$ cat config.mk
export PLATFORM = sky130hd
export DESIGN_NAME = permutation_pair_cycle_compare_flat
export DESIGN_NICKNAME = d
export VERILOG_FILES = /design/src/rtl/pcc_pkg.sv /design/src/rtl/pcc_if.sv /design/src/rtl/pcc_store.sv /design/src/rtl/pcc_walk.sv /design/src/rtl/permutation_pair_cycle_compare.sv /design/src/flat_wrapper.sv
export SDC_FILE = /design/constraint.sdc
export NUM_CORES = 1
export LEC_CHECK = 0
export BUFFER_PORTS_ARGS = -buffer_cell sky130_fd_sc_hd__buf_2
export CAP_MARGIN = 20
export CORE_ASPECT_RATIO = 1.25
export CORE_UTILIZATION = 25
export CTS_BUF_LIST = sky130_fd_sc_hd__clkbuf_4
export CTS_CLUSTER_SIZE = 14
export DETAILED_ROUTE_END_ITERATION = 8
export PLACE_DENSITY = 0.43
export SYNTH_ARGS = -nofsm -noshare
export SYNTH_HDL_FRONTEND = slang
export SYNTH_HIERARCHICAL = 1
export SYNTH_SLANG_ARGS = --single-unit
$ cat constraint.sdc
create_clock -name clk -period 7.5 [get_ports clk]
set_input_delay 1.125 -clock clk [delete_from_list [all_inputs] [get_ports clk]]
set_output_delay 1.125 -clock clk [all_outputs]
set_load 0.1 [all_outputs]
$ cat src/rtl/pcc_pkg.sv
`timescale 1ns / 1ps
// ----------------------------------------------------------------------------
// pcc_pkg
// Types, widths and codes shared by the permutation pair cycle compare block.
// ----------------------------------------------------------------------------
package pcc_pkg;

  // Default number of positions held in the stores.
  localparam int PCC_MAX_LEN = 16;

  // Entry values and positions taking part in the cycle walk.
  localparam int VAL_W = 4;
  // Largest pair length that can still be a permutation of 4-bit values.
  localparam int PERM_LIMIT = 1 << VAL_W;
  // Cycle count width; holds PERM_LIMIT itself.
  localparam int CNT_W = 5;
  localparam int ERR_W = 2;

  typedef enum logic [ERR_W-1:0] {
    ERR_OK       = 2'd0,
    ERR_OVERFLOW = 2'd1,
    ERR_NOT_PERM = 2'd2
  } err_code_t;

  typedef enum logic {
    TS_LOAD,
    TS_WALK
  } top_state_t;

  typedef enum logic [1:0] {
    WK_IDLE,
    WK_SCAN,
    WK_FETCH_FIRST,
    WK_FETCH_SECOND
  } walk_state_t;

  typedef struct packed {
    logic             start;
    logic [CNT_W-1:0] n;
  } walk_cmd_t;

  typedef struct packed {
    logic             done;
    logic [CNT_W-1:0] cycles;
  } walk_status_t;

endpackage

$ cat src/rtl/pcc_if.sv
`timescale 1ns / 1ps
// ----------------------------------------------------------------------------
// pcc_if
// Valid/ready channels: one permutation position in, one result out.
// ----------------------------------------------------------------------------
interface pcc_in_if;
  import pcc_pkg::*;

  logic             valid;
  logic             ready;
  logic [VAL_W-1:0] first_entry;
  logic [VAL_W-1:0] second_entry;
  logic             last_entry;

  modport source (output valid, first_entry, second_entry, last_entry, input ready);
  modport sink (input valid, first_entry, second_entry, last_entry, output ready);
endinterface

interface pcc_out_if;
  import pcc_pkg::*;

  logic             valid;
  logic             ready;
  logic [CNT_W-1:0] cycle_count;
  logic [VAL_W-1:0] swap_low;
  logic [VAL_W-1:0] swap_high;
  logic [ERR_W-1:0] error_code;

  modport source (output valid, cycle_count, swap_low, swap_high, error_code, input ready);
  modport sink (input valid, cycle_count, swap_low, swap_high, error_code, output ready);
endinterface

$ cat src/rtl/pcc_store.sv
`timescale 1ns / 1ps
// ----------------------------------------------------------------------------
// pcc_store
// Entry memories for both permutations, one write and one registered read each.
// ----------------------------------------------------------------------------
module pcc_store #(
  parameter int DEPTH = pcc_pkg::PCC_MAX_LEN,
  parameter int AW    = 4
) (
  input  logic                    clk,
  input  logic                    wr_en,
  input  logic [AW-1:0]           wr_addr,
  input  logic [pcc_pkg::VAL_W-1:0] wr_first,
  input  logic [pcc_pkg::VAL_W-1:0] wr_second,
  input  logic [AW-1:0]           first_addr,
  input  logic [AW-1:0]           second_addr,
  output logic [pcc_pkg::VAL_W-1:0] first_data,
  output logic [pcc_pkg::VAL_W-1:0] second_data
);
  import pcc_pkg::*;

  logic [VAL_W-1:0] first_mem  [DEPTH];
  logic [VAL_W-1:0] second_mem [DEPTH];

  always_ff @(posedge clk) begin
    if (wr_en) begin
      first_mem[wr_addr]  <= wr_first;
      second_mem[wr_addr] <= wr_second;
    end
    first_data  <= first_mem[first_addr];
    second_data <= second_mem[second_addr];
  end

endmodule

$ cat src/rtl/pcc_walk.sv
`timescale 1ns / 1ps
// ----------------------------------------------------------------------------
// pcc_walk
// Cycle walk sequencer: follows k -> second[first[k]] through the stores and
// counts the cycles of the composed map.
// ----------------------------------------------------------------------------
module pcc_walk #(
  parameter int AW = 4
) (
  input  logic                      clk,
  input  logic                      rst,
  input  pcc_pkg::walk_cmd_t        cmd,
  output pcc_pkg::walk_status_t     status,
  output logic [AW-1:0]             first_addr,
  output logic [AW-1:0]             second_addr,
  input  logic [pcc_pkg::VAL_W-1:0] first_data,
  input  logic [pcc_pkg::VAL_W-1:0] second_data
);
  import pcc_pkg::*;

  walk_state_t           state;
  walk_state_t           state_next;
  logic [CNT_W-1:0]      k;
  logic [CNT_W-1:0]      n;
  logic [CNT_W-1:0]      cycles;
  logic [PERM_LIMIT-1:0] visited;
  logic [VAL_W-1:0]      idx_k;
  logic                  scan_end;
  logic                  hit_k;
  logic                  hit_j;

  assign idx_k    = k[VAL_W-1:0];
  assign scan_end = (k == n);
  assign hit_k    = visited[idx_k];
  assign hit_j    = visited[second_data];

  always_comb begin
    state_next = state;
    unique case (state)
      WK_IDLE: begin
        if (cmd.start) state_next = WK_SCAN;
      end
      WK_SCAN: begin
        if (scan_end) state_next = WK_IDLE;
        else if (!hit_k) state_next = WK_FETCH_FIRST;
      end
      WK_FETCH_FIRST: state_next = WK_FETCH_SECOND;
      WK_FETCH_SECOND: begin
        state_next = hit_j ? WK_SCAN : WK_FETCH_FIRST;
      end
      default: state_next = WK_IDLE;
    endcase
  end

  always_comb begin
    first_addr    = '0;
    second_addr   = '0;
    status.done   = 1'b0;
    status.cycles = cycles;
    unique case (state)
      WK_IDLE: ;
      WK_SCAN: begin
        if (scan_end) status.done = 1'b1;
        else first_addr = AW'(idx_k);
      end
      WK_FETCH_FIRST: second_addr = AW'(first_data);
      WK_FETCH_SECOND: first_addr = AW'(second_data);
      default: ;
    endcase
  end

  always_ff @(posedge clk) begin
    if (rst) begin
      state   <= WK_IDLE;
      k       <= '0;
      n       <= '0;
      cycles  <= '0;
      visited <= '0;
    end else begin
      state <= state_next;
      unique case (state)
        WK_IDLE: begin
          if (cmd.start) begin
            k       <= '0;
            n       <= cmd.n;
            cycles  <= '0;
            visited <= '0;
          end
        end
        WK_SCAN: begin
          if (!scan_end) begin
            if (hit_k) begin
              k <= k + 1'b1;
            end else begin
              // open a new cycle at k
              cycles         <= cycles + 1'b1;
              visited[idx_k] <= 1'b1;
            end
          end
        end
        WK_FETCH_FIRST: ;
        WK_FETCH_SECOND: begin
          // back at a visited position: the cycle is closed
          if (hit_j) k <= k + 1'b1;
          else visited[second_data] <= 1'b1;
        end
        default: ;
      endcase
    end
  end

endmodule

$ cat src/rtl/permutation_pair_cycle_compare.sv
`timescale 1ns / 1ps
// ----------------------------------------------------------------------------
// permutation_pair_cycle_compare
// Loads two permutations position by position, then counts the cycles of
// k -> second[first[k]] and reports where the two permutations differ.
// ----------------------------------------------------------------------------
// A new position can be loaded as soon as the last one is taken. An item
// marked last with an error (too many entries, or not a permutation) raises
// its result in the cycle after it is taken. Otherwise the cycle walk runs:
// one scan step per position, two dependent store lookups per position
// (first, then second, each through a registered memory read) and one
// closing scan step; the result is registered when the closing step ends it.
// The input is held not ready during the walk and while an untaken result
// blocks the next.
// ----------------------------------------------------------------------------
module permutation_pair_cycle_compare #(
  parameter int MAX_LEN = pcc_pkg::PCC_MAX_LEN
) (
  input  logic      clk,
  input  logic      rst,
  pcc_in_if.sink    entries,
  pcc_out_if.source result
);
  import pcc_pkg::*;

  localparam int AW = (MAX_LEN > 1) ? $clog2(MAX_LEN) : 1;
  localparam int CW = $clog2(MAX_LEN + 1);

  top_state_t            state;
  top_state_t            state_next;
  logic [CW-1:0]         entry_count;
  logic [PERM_LIMIT-1:0] first_seen;
  logic [PERM_LIMIT-1:0] second_seen;
  logic [1:0]            diff_count;
  logic [VAL_W-1:0]      diff_pos_a;
  logic [VAL_W-1:0]      diff_pos_b;
  logic                  overflow;
  logic                  out_valid;
  logic [CNT_W-1:0]      cycle_count;
  logic [VAL_W-1:0]      swap_low;
  logic [VAL_W-1:0]      swap_high;
  err_code_t             error_code;

  logic                  accept;
  logic                  slot_free;
  logic                  has_room;
  logic                  differ;
  logic [CW-1:0]         count_eff;
  logic                  overflow_eff;
  logic [PERM_LIMIT-1:0] first_seen_eff;
  logic [PERM_LIMIT-1:0] second_seen_eff;
  logic [1:0]            diff_count_eff;
  logic [VAL_W-1:0]      pos_cur;
  logic [VAL_W-1:0]      pos_a_eff;
  logic [VAL_W-1:0]      pos_b_eff;
  logic [CNT_W-1:0]      n_low;
  logic [PERM_LIMIT:0]   full_wide;
  logic [PERM_LIMIT-1:0] full_mask;
  err_code_t             err_eff;
  logic [VAL_W-1:0]      lo_eff;
  logic [VAL_W-1:0]      hi_eff;

  walk_cmd_t             walk_cmd;
  walk_status_t          walk_status;
  logic [AW-1:0]         first_addr;
  logic [AW-1:0]         second_addr;
  logic [VAL_W-1:0]      first_data;
  logic [VAL_W-1:0]      second_data;

  assign slot_free = !out_valid || result.ready;
  assign accept    = entries.valid && entries.ready;

  // Bookkeeping as it stands once the current transfer is counted.
  always_comb begin
    has_room        = 32'(entry_count) < MAX_LEN;
    count_eff       = entry_count + CW'(has_room);
    overflow_eff    = overflow || !has_room;
    first_seen_eff  = first_seen;
    second_seen_eff = second_seen;
    if (has_room) begin
      first_seen_eff  = first_seen | (PERM_LIMIT'(1) << entries.first_entry);
      second_seen_eff = second_seen | (PERM_LIMIT'(1) << entries.second_entry);
    end
    differ         = has_room && (entries.first_entry != entries.second_entry);
    pos_cur        = VAL_W'(entry_count);
    diff_count_eff = diff_count;
    if (differ && diff_count != 2'd3) diff_count_eff = diff_count + 2'd1;
    pos_a_eff = (differ && diff_count_eff == 2'd1) ? pos_cur : diff_pos_a;
    pos_b_eff = (differ && diff_count_eff == 2'd2) ? pos_cur : diff_pos_b;

    n_low     = CNT_W'(count_eff);
    full_wide = ((PERM_LIMIT + 1)'(1) << n_low) - (PERM_LIMIT + 1)'(1);
    full_mask = full_wide[PERM_LIMIT-1:0];

    priority if (overflow_eff) begin
      err_eff = ERR_OVERFLOW;
    end else if (32'(count_eff) > PERM_LIMIT) begin
      err_eff = ERR_NOT_PERM;
    end else if (first_seen_eff != full_mask || second_seen_eff != full_mask) begin
      err_eff = ERR_NOT_PERM;
    end else begin
      err_eff = ERR_OK;
    end

    lo_eff = '0;
    hi_eff = '0;
    if (err_eff == ERR_OK && diff_count_eff != 2'd3) begin
      lo_eff = (pos_a_eff < pos_b_eff) ? pos_a_eff : pos_b_eff;
      hi_eff = (pos_a_eff < pos_b_eff) ? pos_b_eff : pos_a_eff;
    end
  end

  always_comb begin
    state_next = state;
    unique case (state)
      TS_LOAD: begin
        if (walk_cmd.start) state_next = TS_WALK;
      end
      TS_WALK: begin
        if (walk_status.done) state_next = TS_LOAD;
      end
      default: state_next = TS_LOAD;
    endcase
  end

  always_comb begin
    entries.ready = 1'b0;
    unique case (state)
      TS_LOAD: entries.ready = slot_free;
      TS_WALK: entries.ready = 1'b0;
      default: entries.ready = 1'b0;
    endcase
    walk_cmd.start = accept && entries.last_entry && (err_eff == ERR_OK);
    walk_cmd.n     = n_low;
  end

  always_ff @(posedge clk) begin
    if (rst) begin
      state       <= TS_LOAD;
      entry_count <= '0;
      first_seen  <= '0;
      second_seen <= '0;
      diff_count  <= '0;
      diff_pos_a  <= '0;
      diff_pos_b  <= '0;
      overflow    <= 1'b0;
      out_valid   <= 1'b0;
    end else begin
      state <= state_next;
      // raise on an error result or a finished walk, drop once taken
      if ((accept && entries.last_entry && err_eff != ERR_OK) ||
          (state == TS_WALK && walk_status.done)) begin
        out_valid <= 1'b1;
      end else if (result.ready) begin
        out_valid <= 1'b0;
      end
      if (accept) begin
        if (entries.last_entry) begin
          // close the pair and start clean for the next one
          entry_count <= '0;
          first_seen  <= '0;
          second_seen <= '0;
          diff_count  <= '0;
          diff_pos_a  <= '0;
          diff_pos_b  <= '0;
          overflow    <= 1'b0;
        end else begin
          entry_count <= count_eff;
          first_seen  <= first_seen_eff;
          second_seen <= second_seen_eff;
          diff_count  <= diff_count_eff;
          diff_pos_a  <= pos_a_eff;
          diff_pos_b  <= pos_b_eff;
          overflow    <= overflow_eff;
        end
      end
    end
  end

  // Result payload; the cycle count lands when the walk finishes.
  always_ff @(posedge clk) begin
    if (accept && entries.last_entry) begin
      cycle_count <= '0;
      swap_low    <= lo_eff;
      swap_high   <= hi_eff;
      error_code  <= err_eff;
    end
    if (state == TS_WALK && walk_status.done) cycle_count <= walk_status.cycles;
  end

  assign result.valid       = out_valid;
  assign result.cycle_count = cycle_count;
  assign result.swap_low    = swap_low;
  assign result.swap_high   = swap_high;
  assign result.error_code  = error_code;

  pcc_store #(
    .DEPTH (MAX_LEN),
    .AW    (AW)
  ) u_store (
    .clk         (clk),
    .wr_en       (accept && has_room),
    .wr_addr     (AW'(entry_count)),
    .wr_first    (entries.first_entry),
    .wr_second   (entries.second_entry),
    .first_addr  (first_addr),
    .second_addr (second_addr),
    .first_data  (first_data),
    .second_data (second_data)
  );

  pcc_walk #(
    .AW (AW)
  ) u_walk (
    .clk         (clk),
    .rst         (rst),
    .cmd         (walk_cmd),
    .status      (walk_status),
    .first_addr  (first_addr),
    .second_addr (second_addr),
    .first_data  (first_data),
    .second_data (second_data)
  );

endmodule

$ cat src/flat_wrapper.sv
// flat-port wrapper written by rule: the top's interface ports become plain ports
module permutation_pair_cycle_compare_flat import pcc_pkg::*;
#(
  parameter int MAX_LEN = pcc_pkg::PCC_MAX_LEN
)
  (clk, rst, entries_valid, entries_first_entry, entries_second_entry, entries_last_entry, entries_ready, result_valid, result_cycle_count, result_swap_low, result_swap_high, result_error_code, result_ready);
  pcc_in_if entries_i ();
  pcc_out_if result_i ();
  input  logic clk;
  input  logic rst;
  input wire logic [$bits(entries_i.valid)-1:0] entries_valid;
  input wire logic [$bits(entries_i.first_entry)-1:0] entries_first_entry;
  input wire logic [$bits(entries_i.second_entry)-1:0] entries_second_entry;
  input wire logic [$bits(entries_i.last_entry)-1:0] entries_last_entry;
  output wire logic [$bits(entries_i.ready)-1:0] entries_ready;
  output wire logic [$bits(result_i.valid)-1:0] result_valid;
  output wire logic [$bits(result_i.cycle_count)-1:0] result_cycle_count;
  output wire logic [$bits(result_i.swap_low)-1:0] result_swap_low;
  output wire logic [$bits(result_i.swap_high)-1:0] result_swap_high;
  output wire logic [$bits(result_i.error_code)-1:0] result_error_code;
  input wire logic [$bits(result_i.ready)-1:0] result_ready;
  assign entries_i.valid = entries_valid;
  assign entries_i.first_entry = entries_first_entry;
  assign entries_i.second_entry = entries_second_entry;
  assign entries_i.last_entry = entries_last_entry;
  assign entries_ready = entries_i.ready;
  assign result_valid = result_i.valid;
  assign result_cycle_count = result_i.cycle_count;
  assign result_swap_low = result_i.swap_low;
  assign result_swap_high = result_i.swap_high;
  assign result_error_code = result_i.error_code;
  assign result_i.ready = result_ready;
  permutation_pair_cycle_compare #(.MAX_LEN(MAX_LEN)) u_core (.clk(clk), .rst(rst), .entries(entries_i), .result(result_i));
endmodule
# Word level (Yosys, flattened, before mapping)
# Memories as Yosys holds them, arrays and structs flattened. A register that Yosys moved wholly into a read port is not among the register bits.
# Cells that the tools add are included.
# totals
input_bits	13
reg_bits	98
elab_cells	147
rom_bits	0
latch_bits	0
memories	2
mem_bits_rw	128
# memory_table
memory	depth	width	rd	rd_ports_with_merged_regs	write_ports	line	source
u_core.u_store.first_mem	16	4	1	1	1	pcc_store.sv:22	logic [VAL_W-1:0] first_mem [DEPTH];
u_core.u_store.second_mem	16	4	1	1	1	pcc_store.sv:23	logic [VAL_W-1:0] second_mem [DEPTH];
# op_classes
muxes	58
multipliers	0
eq_ne	18
div	0
order_cmp	7
n_shift	3
reduce_logical	31
n_addsub	5
n_bitwise	5
# op_table
cell	n
16-bit two-way mux	8
16-bit OR	4
16-bit case mux with 3 select lines	1
5-bit two-way mux	9
4-bit two-way mux	8
16-bit != test	2
1-bit by 4-bit left shift with 16-bit output (first input constant)	2
2-bit two-way mux	9
2-bit != test (second input constant)	8
1-bit by 5-bit left shift with 16-bit output (first input constant)	1
16-bit by 2-bit subtractor with 16-bit output (second input constant)	1
5-bit case mux with 3 select lines	1
1-bit logical AND	13
1-bit two-way mux	13
5-bit by 1-bit adder with 5-bit output (second input constant)	2
4-bit by 5-bit < comparator with 1-bit output (second input constant)	2
5-bit case mux with 2 select lines	1
5-bit AND reduction	2
1-bit binary-select mux with 4-bit select	2
1-bit demux with 4-bit select	2
4-bit by 1-bit greater-or-equal comparator with 1-bit output (second input constant)	2
2-bit case mux with 4 select lines	1
4-bit case mux with 2 select lines	1
2-bit nonzero test	4
18 further kinds	28

# Logic depth before layout (Yosys ltp)
# depth
word_depth	13
depth_mapped	26
ltp_nobuf	20

# Cells and area by module
# Netlist, hierarchy kept.
# modules_own_cells
mod	instances	cells_per_inst	area_per_inst_um2
pcc_store	1	237	5222.5
permutation_pair_cycle_compare	1	522	4264.1
pcc_walk	1	256	2112.0

# Worst setup path before layout
# OpenSTA, ideal clock, no wires.
# synth_path
kind	reg2reg
start	register u_core.entry_count[4]
end	register u_core.u_walk.visited[0]
setup_time_ps	128
path_stages_with_launch	26
period_less_slack_ps	5278
path_slack_ps	2222
required_ps	7372
t_arrival_ps	5150
path_cell_list	dfxtp_1 > buf_6 > buf_6 > clkinv_2 > ha_1 > ha_1 > buf_2 > buf_2 > or2_2 > a21boi_0 > o21a_1 > or3_1 > ha_1 > clkbuf_1 > o21ai_0 > o22ai_2 > or3_1 > and3b_1 > a311oi_4 > nand4_4 > nor3_1 > nand2_1 > nand2b_1 > buf_1 > clkbuf_1 > nor2_1
# synth_rtl
element	line	source
from (decl)	permutation_pair_cycle_compare.sv:31	logic [CW-1:0] entry_count;
from (signal assigned)	permutation_pair_cycle_compare.sv:168	entry_count <= count_eff;
to (signal assigned)	pcc_walk.sv:78	visited <= '0;
to (signal assigned)	pcc_walk.sv:87	visited <= '0;
to (signal, indexed assignment)	pcc_walk.sv:97	visited[idx_k] <= 1'b1;
to (decl)	pcc_walk.sv:26	logic [PERM_LIMIT-1:0] visited;

==> summary.txt <==
Run status
  – Outcome: finished clean

Timing
  – Number of setup violations in the final report: 0
  – Tightest Pin Transition: just under 1000 ps
  – Pins over their slew limit: 0
  – Final period util: 0.778
  – Final Hold Viols: 0
  – Worst hold slack: between 400 and 500 ps
  – Tmin final: just under 6000 ps
  – Fmax: between 150 and 200 MHz
  – Fin Setup TNS: 0 ps
  – RSZ-0062 raised after global routing: false
  – Clock skew: approximately 31 ps
  – Setup WS post-layout: approximately 1700 ps
  – Slew HR: 0.338

Logic synthesis
  – Async SR Flop Fraction: 0
  – Synthesized Nets: between 1000 and 1500
  – Post-Syn Instances: between 1000 and 1500
  – Post-Syn Area: 11600 um2
  – FF+latch count, synth: between 200 and 250
  – Synth warnings: 6
  – Number of synthesized flops with an enable pin: 143
  – Post-synthesis sequential area ratio: 0.527
  – Avg Cell Area, Syn: ~11 um2
  – Synth cell types: 97
  – Synth Flop Type: edfxtp_1

Setup path
  – FF-to-FF Start: u_core/entry_count[0]
  – Slowest-stage cell, CP: dfxtp_1
  – CP Capture Type: flip-flop
  – Reg2reg end: u_core/u_walk/cycles[3]
  – Largest fanout on the critical path: 19
  – Worst stage delay on the critical path: ~590 ps
  – Worst setup SP type: flip-flop
  – Reg2reg setup slack: 1670 ps
  – Worst r2r path cells: 19
  – Arr. time, crit path: approximately 6500 ps
  – Critical path class: reg2reg
  – Worst-path cell chain: ha_1, ha_1, buf_4, nand3_1, or2_2, o21a_1, or3_1, ha_1, o21ai_0, o22ai_2, or3_1, and3b_1, a311oi_4, nand4_4, nor3_1, nand2_1, a32o_1, or3_1, a21oi_1
  – Worst EP required: around 8100 ps

Cells and area
  – Layout cells sized above 1: 0.179
  – Fin nets: about 1100
  – Layout area overhead: 12.3%
  – Most common cell after layout, fill and taps aside: edfxtp_1
  – Most frequent cells in the layout: edfxtp_1 (143), nor2_1 (122), clkbuf_4 (104)

Floorplan
  – Die area: 47300 um2
  – Die outline width: about 200 um
  – Die H: 243 um
  – Core box area: roughly 45000 um2
  – Initial core utilization: 0.256
  – # rows: a little under 90
  – I/O Pins: 30

Power and ir drop
  – P_leak: approximately 4.5 nW
  – Power Density: approximately 210 nW/um2
  – Net Sw Frac: 0.246
  – Clk pwr share: 0.416
  – Flop pwr share: 0.510
  – VDD IR max: 71.2 uV
  – Total power: 2.73 mW
  – Pint: approximately 2.1 mW
  – NetSw: 671 uW
  – Combinational share of power: 0.074

Clocking
  – Setup Fix Bufs, Post-CTS: 0
  – H-tree depth: 2
  – Num Clock Sinks: 234
  – Post-CTS sizing: 0
  – CTS buffer count: 60
  – Root Driver: clkbuf_4
  – Hold Buf Count CTS: 0
  – Worst-path clk slew: 60 ps
  – Clk buf depth: 3
  – Clk_lat worst skew: 730 ps
  – CTS tree: done

Route
  – WL final: ~30 mm
  – Drt first-iter violations: 486
  – Post-route ant nets: 0
  – DRC errors left: 0
  – Vias per inst: about 4.9
  – Per-cell routed wire length: 18.1 um
  – DRT Pass-1 Iters: 5
  – Via Count: ~8200

GRT
  – M1 GR Usage: 0.149
  – First-pass GRT wire length: ~48 mm
  – Met2 Resource Use GR: 0.237
  – Largest net degree at the start of global routing: 36
  – Met3 usage: 0.0226
  – Gr ovfl total: 0
  – GR Util All Layers: 0.129
  – Vias in the first global route: roughly 8400
  – Antenna violations before repair: 1
  – Grt peak-use layer: met2

Place
  – DP Wirelength: 21.3 mm
  – Final GP Congestion: roughly 0.87
  – Port buffer count: 29
  – Dpl ws: around 1700 ps

Hold path
  – Worst hold endpoint: u_core/second_seen[1]
  – Min-delay src: u_core/second_seen[1]
  – WHS Path Cells: 2
  – Hold WC Path Type: reg2reg

Flow run
  – Max-cap violation count: 0
critical path: cells and delay by family, from the launching register on:
kind	cells	cell delay (ps)
adders and majority gates	3	900
and+or+nand+nor	9	2680
AOI/OAI and AO/OA	6	1320
buffers and inverters	1	230
DFF	1	590
per-layer routing:
metal  part of all wire  vias up  wire (um)
li1                   -     3980          -
met1               0.42     3985      12900
met2               0.52      165      16000
met3              0.030       52        923
met4              0.024        0        727
met5                  0        -          0
state kept, by name, summed over array words and instances (netlist names):
signal,flops
u_core/result.swap_high,4
u_core/result.valid,1
u_core/u_store/first_data,4
u_core/u_store/second_data,4
u_core/second_seen,16
u_core/u_walk/state,2
u_core/overflow,1
u_core/state,1
u_core/diff_pos_b,4
u_core/result.cycle_count,5
u_core/result.swap_low,4
u_core/first_seen,16
u_core/u_walk/k,5
u_core/u_store/first_mem,64
u_core/u_walk/n,5
u_core/result.error_code,2
u_core/u_walk/visited,16
u_core/diff_pos_a,4
u_core/entry_count,5
u_core/u_store/second_mem,64
u_core/diff_count,2
u_core/u_walk/cycles,5
cells in the mapped netlist (all sizes together) (4+ instances only):
cell type,number,area (um2)
dfxtp,91,1820
buf,35,260
or2,9,56.3
o32ai,4,61.3
a21o,7,52.6
nor4b,4,62.6
nor3,20,105
or3,12,76.3
clkbuf,21,82.6
mux2i,23,234
a21oi,103,515
a22oi,18,135
nand3,36,180
mux2,11,128
edfxtp,143,4290
nor2,122,458
a32oi,4,35.0
nor3b,8,76.3
nor2b,20,125
inv,17,63.8
and3b,7,61.3
and3,14,92.6
nand3b,8,60.1
o22ai,22,158
xnor2,15,150
nor4,10,77.6
and2,12,75.1
nand2,71,269
o21ai,18,90.1
ha,14,175
a31oi,10,62.6
nand2b,15,93.8
nand4,6,58.8
mux4,35,893
a21boi,4,30.0
worst max-delay path by stage:
stage | startpoint | endpoint | slack [ps] | depth (start not counted)
after CTS | u_core/entry_count[0] | u_core/u_walk/cycles[3] | 1690 | 19
after floorplan | u_core/entry_count[4] | u_core/u_walk/visited[0] | 2220 | 25
after global routing | u_core/entry_count[0] | u_core/u_walk/cycles[4] | 1180 | 19
final | u_core/entry_count[0] | u_core/u_walk/cycles[3] | 1670 | 19
after detailed placement | u_core/entry_count[0] | u_core/u_walk/cycles[3] | 1680 | 19
after global placement | u_core/entry_count[0] | u_core/u_walk/cycles[3] | 1860 | 19
logic make-up (layout without fill, tap and decap cells):
kind of cell	Yosys count	after routing	synth area share
compound gates	226	226	0.128
xor+xnor	16	16	0.0137
fa+ha+maj	14	14	0.0151
buf+inv	74	166	0.0355
flops	234	234	0.527
mux	69	69	0.108
other cells	0	2	0
simple gates	382	382	0.173
power groups by stage:
stage               combinational (mW)  sequential (mW)  clock, mW
finish                           0.202             1.39       1.13
global route                     0.220             1.39       1.25
CTS                              0.204             1.39       1.19
detailed placement               0.203             1.42          0
global placement                 0.202             1.42          0
floorplan                        0.130             1.43          0
final cells by class:
class | count | area, um2
antenna | 2 | 5.00
clock buffer | 104 | 781
clock inverter | 8 | 36.3
fill | 4655 | 32400
inverter | 18 | 68.8
multi-input combinational | 707 | 5090
sequential | 234 | 6120
tap | 578 | 723
timing repair buffer | 36 | 198
stage by stage:
step	util	instance area, um2	std cells
floorplan	-	11600	1015
global placement	0.269	12200	1573
finish	0.287	13000	1687
global route	0.287	13000	1687
CTS	0.287	13000	1685
detailed placement	0.269	12200	1573
Note: power is estimated with default switching activity, not from simulation.
